[src/design/vfv_pkg.sv]
`timescale 1ns / 1ps
// ----------------------------------------------------------------------------
// vfv_pkg
// Shared types and constants for the voxel face visibility block.
// ----------------------------------------------------------------------------
package vfv_pkg;

  localparam int COORD_W    = 4;
  localparam int DEF_SIZE_X = 16;
  localparam int DEF_SIZE_Y = 16;
  localparam int DEF_SIZE_Z = 16;

  localparam logic ACT_WRITE = 1'b0;
  localparam logic ACT_QUERY = 1'b1;

  typedef struct packed {
    logic               action;
    logic [COORD_W-1:0] cell_x;
    logic [COORD_W-1:0] cell_y;
    logic [COORD_W-1:0] cell_z;
    logic               solid_in;
  } in_item_t;

  typedef struct packed {
    logic solid_out;
    logic face_neg_z;
    logic face_pos_z;
    logic face_neg_y;
    logic face_pos_y;
    logic face_neg_x;
    logic face_pos_x;
  } out_item_t;

  typedef struct packed {
    logic      valid;
    out_item_t item;
  } res_t;

endpackage

[src/design/vfv_seq.sv]
`timescale 1ns / 1ps
// ----------------------------------------------------------------------------
// vfv_seq
// Access sequencer: writes occupancy, reads a queried cell and its six
// neighbors one per cycle and assembles the face flags.
// ----------------------------------------------------------------------------
module vfv_seq #(
  parameter int SIZE_X = vfv_pkg::DEF_SIZE_X,
  parameter int SIZE_Y = vfv_pkg::DEF_SIZE_Y,
  parameter int SIZE_Z = vfv_pkg::DEF_SIZE_Z,
  localparam int AW    = $clog2(SIZE_X) + $clog2(SIZE_Y) + $clog2(SIZE_Z)
) (
  input  logic              clk,
  input  logic              rst_n,
  input  logic              in_valid,
  output logic              in_stall,
  input  vfv_pkg::in_item_t in_data,
  input  logic              out_free,
  output vfv_pkg::res_t     res,
  output logic              ram_en,
  output logic              ram_we,
  output logic [AW-1:0]     ram_addr,
  output logic [0:0]        ram_wdata,
  input  logic [0:0]        ram_rdata
);
  import vfv_pkg::*;

  localparam int XW = $clog2(SIZE_X);
  localparam int YW = $clog2(SIZE_Y);
  localparam int ZW = $clog2(SIZE_Z);

  localparam logic [1:0] S_IDLE = 2'd0;
  localparam logic [1:0] S_RUN  = 2'd1;
  localparam logic [1:0] S_WAIT = 2'd2;

  localparam logic [2:0] STEP_FIRST = 3'd1;
  localparam logic [2:0] STEP_NBR   = 3'd6;
  localparam logic [2:0] STEP_LAST  = 3'd7;

  logic [1:0]    state_r, state_nxt;
  logic [2:0]    cnt_r, cnt_nxt;
  logic [XW-1:0] x_r;
  logic [YW-1:0] y_r;
  logic [ZW-1:0] z_r;
  logic          inside_r;
  logic [5:0]    edge_r;
  logic [5:0]    open_r;
  logic          solid_r;

  logic [XW-1:0] ix;
  logic [YW-1:0] iy;
  logic [ZW-1:0] iz;
  logic          in_inside;
  logic [5:0]    in_edge;
  logic          in_acc;
  logic          in_query;
  logic          done_now;
  logic [2:0]    nbr_sel;
  logic [2:0]    cap_idx;
  logic          cap_open;
  logic [5:0]    open_cur;
  logic [AW-1:0] nbr_addr;

  always_comb begin
    ix = XW'(in_data.cell_x);
    iy = YW'(in_data.cell_y);
    iz = ZW'(in_data.cell_z);
    in_inside = (int'(in_data.cell_x) < SIZE_X) && (int'(in_data.cell_y) < SIZE_Y) &&
                (int'(in_data.cell_z) < SIZE_Z);
    in_edge[0] = (iz == '0);
    in_edge[1] = (iz == ZW'(SIZE_Z - 1));
    in_edge[2] = (iy == '0);
    in_edge[3] = (iy == YW'(SIZE_Y - 1));
    in_edge[4] = (ix == '0);
    in_edge[5] = (ix == XW'(SIZE_X - 1));

    done_now = ((state_r == S_RUN) && (cnt_r == STEP_LAST)) || (state_r == S_WAIT);
    in_stall = !((state_r == S_IDLE) || (done_now && out_free));
    in_acc   = in_valid && !in_stall;
    in_query = in_acc && (in_data.action == ACT_QUERY);

    nbr_sel  = 3'(cnt_r - STEP_FIRST);
    cap_idx  = 3'(cnt_r - 3'd2);
    cap_open = edge_r[cap_idx] | ~ram_rdata[0];
  end

  always_comb begin
    nbr_addr = {x_r, y_r, z_r};
    unique case (nbr_sel)
      3'd0:    nbr_addr = {x_r, y_r, ZW'(z_r - ZW'(1))};
      3'd1:    nbr_addr = {x_r, y_r, ZW'(z_r + ZW'(1))};
      3'd2:    nbr_addr = {x_r, YW'(y_r - YW'(1)), z_r};
      3'd3:    nbr_addr = {x_r, YW'(y_r + YW'(1)), z_r};
      3'd4:    nbr_addr = {XW'(x_r - XW'(1)), y_r, z_r};
      3'd5:    nbr_addr = {XW'(x_r + XW'(1)), y_r, z_r};
      default: nbr_addr = {x_r, y_r, z_r};
    endcase
  end

  always_comb begin
    ram_en    = 1'b0;
    ram_we    = 1'b0;
    ram_addr  = {ix, iy, iz};
    ram_wdata = in_data.solid_in;
    if (in_acc) begin
      ram_en = in_query || in_inside;
      ram_we = !in_query;
    end else if ((state_r == S_RUN) && (cnt_r <= STEP_NBR)) begin
      ram_en   = 1'b1;
      ram_addr = nbr_addr;
    end
  end

  always_comb begin
    open_cur = open_r;
    if (state_r == S_RUN) begin
      open_cur[5] = edge_r[5] | ~ram_rdata[0];
    end
    res.valid           = done_now && out_free;
    res.item.solid_out  = solid_r;
    res.item.face_neg_z = solid_r & open_cur[0];
    res.item.face_pos_z = solid_r & open_cur[1];
    res.item.face_neg_y = solid_r & open_cur[2];
    res.item.face_pos_y = solid_r & open_cur[3];
    res.item.face_neg_x = solid_r & open_cur[4];
    res.item.face_pos_x = solid_r & open_cur[5];
  end

  always_comb begin
    state_nxt = state_r;
    cnt_nxt   = cnt_r;
    unique case (state_r)
      S_IDLE: begin
        if (in_query) begin
          state_nxt = S_RUN;
          cnt_nxt   = STEP_FIRST;
        end
      end
      S_RUN: begin
        if (cnt_r != STEP_LAST) begin
          cnt_nxt = 3'(cnt_r + 3'd1);
        end else if (!out_free) begin
          state_nxt = S_WAIT;
        end else if (in_query) begin
          cnt_nxt = STEP_FIRST;
        end else begin
          state_nxt = S_IDLE;
        end
      end
      S_WAIT: begin
        if (out_free) begin
          if (in_query) begin
            state_nxt = S_RUN;
            cnt_nxt   = STEP_FIRST;
          end else begin
            state_nxt = S_IDLE;
          end
        end
      end
      default: begin
        state_nxt = S_IDLE;
      end
    endcase
  end

  always_ff @(posedge clk) begin
    if (!rst_n) begin
      state_r <= S_IDLE;
      cnt_r   <= '0;
    end else begin
      state_r <= state_nxt;
      cnt_r   <= cnt_nxt;
    end
  end

  always_ff @(posedge clk) begin
    if (in_query) begin
      x_r      <= ix;
      y_r      <= iy;
      z_r      <= iz;
      inside_r <= in_inside;
      edge_r   <= in_edge;
    end
    if (state_r == S_RUN) begin
      if (cnt_r == STEP_FIRST) begin
        solid_r <= inside_r & ram_rdata[0];
      end else begin
        open_r[cap_idx] <= cap_open;
      end
    end
  end

endmodule

[config.mk]
export PLATFORM = sky130hd
export DESIGN_NAME = vfv_seq
export DESIGN_NICKNAME = d
export VERILOG_FILES = /design/src/design/vfv_pkg.sv /design/src/design/vfv_seq.sv
export SDC_FILE = /design/constraint.sdc
export NUM_CORES = 1
export LEC_CHECK = 0
export CAP_MARGIN = 20
export CORE_ASPECT_RATIO = 1.4
export CORE_MARGIN = 10
export CORE_UTILIZATION = 31
export CTS_CLUSTER_SIZE = 25
export DETAILED_ROUTE_END_ITERATION = 8
export DONT_BUFFER_PORTS = 1
export PLACE_DENSITY = 0.54
export SLEW_MARGIN = 10
export SYNTH_ARGS = -nofsm -noshare
export SYNTH_HDL_FRONTEND = slang
export SYNTH_SLANG_ARGS = --single-unit
[constraint.sdc]
create_clock -name clk -period 6.84 [get_ports clk]
set_input_delay 0.684 -clock clk [delete_from_list [all_inputs] [get_ports clk]]
set_output_delay 0.684 -clock clk [all_outputs]
set_load 0.02 [all_outputs]
==> results.json <==
{
  "status": "completed",
  "gp_congestion": 0.792,
  "start_kind": "register",
  "port_buffers": 0,
  "end_kind": "output port",
  "syn-num-nets": 270,
  "first_pass_iters": 5,
  "rrSetupSlack_ps": 4180,
  "ios": 43,
  "vdd_drop_max_uv": 139,
  "cts-root-buf": "clkbuf_8",
  "slowest_stage": "o31ai_1",
  "grt_overflow_total": 0,
  "cts.sinks": 30,
  "setup_tns_ps": 0,
  "drt-initial-drc-count": 71,
  "skew_ps": 4.68,
  "syn_area_um2": 2160,
  "hold_ws_ps": 498,
  "r2r-end": "edge_r[1]",
  "hold_violations": 0,
  "yosysTopAreaCell": "edfxtp_1",
  "timing.critical_path.mode_cell": "ha_1",
  "final_nets": 271,
  "cts_hold_buf": 0,
  "syn_inst": 227,
  "clk_pin_slew_worst_paths_ps": 70,
  "seq_area_frac_synth": 0.393,
  "hold_end": "state_r[0]",
  "grt_max_degree": 26,
  "start_util": 0.314,
  "die-width_um": 90.6,
  "power.leakage_nw": 0.902,
  "powerDensity_nw_per_um2": 212,
  "timing.final.crit_share": 0.583,
  "worst-path-max-fanout": 11,
  "setup_viol": 0,
  "ys_types": 49,
  "antenna_found_initial": 0,
  "area_growth_pct": 8.04,
  "rsz0062_at_grt": "false",
  "timing.slew.headroom": 0.326,
  "routedWlPerCell_um": 15.0,
  "rows": 36,
  "clk_latency_ps": 270,
  "grt_pass1_vias": 1708,
  "ctsLongestPathBuffers": 2,
  "die_area_um2": 10800,
  "tightestPinTransition_ps": 998,
  "worstHoldStart": "state_r[0]",
  "worstPathCellList": "inv_1 > ha_1 > xnor2_2 > nand2_1 > ha_1 > a21o_1 > a21oi_1 > xor2_1 > mux2i_1 > o31ai_1",
  "worstPathRequired_ps": 6160,
  "pre_cts_slack_ps": 3120,
  "dp.final_hpwl_um": 3970,
  "core_um2": 6890,
  "cap_viol_max_count": 0,
  "synth_top_area_frac": 0.347,
  "synth.avg_cell_area_um2": 9.53,
  "crit_arrival_ps": 3310,
  "diodes": 0,
  "slowest_delay_ps": 620,
  "drcViolationCount": 0,
  "yosys_warnings": 0,
  "synth_edf_count": 25,
  "place_area_um2": 2250,
  "min_path_cells": 2,
  "cts_tree": "yes",
  "fillers": 727,
  "vias": 1561,
  "h-tree-depth": 2,
  "drive_gt1_frac": 0.0786,
  "die_h_um": 119,
  "yosysMostFrequentCell": "nand2_1",
  "p_total_mw": 0.496,
  "postLayoutCellArea_um2": 2340,
  "synthArstFlopShare": 0,
  "antenna_left": 0,
  "critical_path_class": "reg2out",
  "ys_ff_latch": 30,
  "post_cts_buffers": 0,
  "synth_area_leaders": "edfxtp_1 35%, ha_1 12%, nand2_1 4.9%",
  "drt-total-wl_um": 4870,
  "ctsResizeCount": 0,
  "synth_ff_type": "edfxtp_1",
  "rr_worst_depth": 8,
  "fmaxAchievable_mhz": 251,
  "grt_usage": 0.0912,
  "grt_pass1_wl_um": 8170,
  "maxSlewViolCount": 0,
  "r2r_start": "cnt_r[0]",
  "setup_slack_ps": 2850,
  "min_period_ps": 3990,
  "yosys-top-cells-count": "28 x nand2_1, 25 x edfxtp_1, 23 x inv_1",
  "cts_buffers": 5,
  "hold_path_class": "reg2reg",
  "via_per_inst": 4.82
}
==> how the worst max path moves through the flow <==
| stage | cells after the start | start | slack, ps | endpoint |
|---|---|---|---|---|
| 6_report | 10 | cnt_r[0] | 2850 | ram_addr[7] |
| 5_1_grt | 10 | cnt_r[0] | 2520 | ram_addr[7] |
| 2_1_floorplan | 11 | cnt_r[0] | 3370 | ram_addr[7] |
| 4_1_cts | 10 | cnt_r[0] | 2790 | ram_addr[7] |
| 3_5_place_dp | 10 | cnt_r[0] | 3120 | ram_addr[7] |
| 3_3_place_gp | 10 | cnt_r[0] | 3180 | ram_addr[7] |
==> critical path: cells and delay by family (launching register included) <==
family / cells / cell delay [ps]
AO/OA/AOI/OAI: 3 / 960
XOR/XNOR: 2 / 470
buffers and inverters: 1 / 180
multiplexers: 1 / 100
adder cells (fa/ha/maj): 2 / 570
flip-flops: 1 / 600
AND/OR/NAND/NOR: 1 / 160
==> power breakdown <==
| group | leakage, nW | switching (mW) | internal, mW |
|---|---|---|---|
| sequential | 0.273 | 0.0100 | 0.208 |
| clock | 0.0416 | 0.0661 | 0.0695 |
| combinational | 0.588 | 0.0942 | 0.0481 |
==> sequential cells by signal, summed over array words and instances, names as in the netlist <==
signal	count
cnt_r	3
edge_r	6
open_r	6
solid_r	1
state_r	2
x_r	4
y_r	4
z_r	4
==> area by class of cell <==
class	instances	area, um^2	area share
Tap cell	95	119	0.0509
Multi-Input combinational cell	167	1190	0.509
Clock buffer	5	68.8	0.0294
Clock inverter	3	16.3	0.00696
Timing Repair Buffer	1	7.51	0.00321
Sequential cell	30	851	0.364
Inverter	23	86.3	0.0369
==> placed cells by master, fill, tap and decap left out, types with 3 or more instances in the layout <==
| cell | n |
|---|---|
| a21oi_1 | 11 |
| and2_1 | 6 |
| and4_1 | 3 |
| clkbuf_8 | 5 |
| dfxtp_1 | 5 |
| edfxtp_1 | 25 |
| fa_1 | 3 |
| ha_1 | 21 |
| inv_1 | 23 |
| mux2i_1 | 4 |
| nand2_1 | 28 |
| nand3_1 | 3 |
| nor2_1 | 20 |
| nor3_1 | 5 |
| nor4_1 | 4 |
| o21ai_0 | 17 |
| xnor2_1 | 5 |
==> stage by stage <==
stage / util / std cells
floorplan: - / 227
global placement: 0.327 / 316
detailed placement: 0.327 / 316
CTS: 0.339 / 324
global route: 0.339 / 324
finish: 0.339 / 324
==> kinds of logic after synthesis <==
family,after synthesis,share of synthesized area
fa+ha+maj,24,0.149
buf+inv,30,0.0573
compound gates,48,0.143
mux,6,0.0341
simple gates,80,0.179
flops,30,0.393
xor+xnor,9,0.0434
==> metal layers <==
metal,GRT usage,vias to the layer above,part of all wire
met5,0,-,0
met4,0.0230,0,0.0078
met3,0.0258,4,0.045
met2,0.177,34,0.56
met1,0.0923,724,0.39
li1,-,799,-
Power figures use the tool's default switching activity.
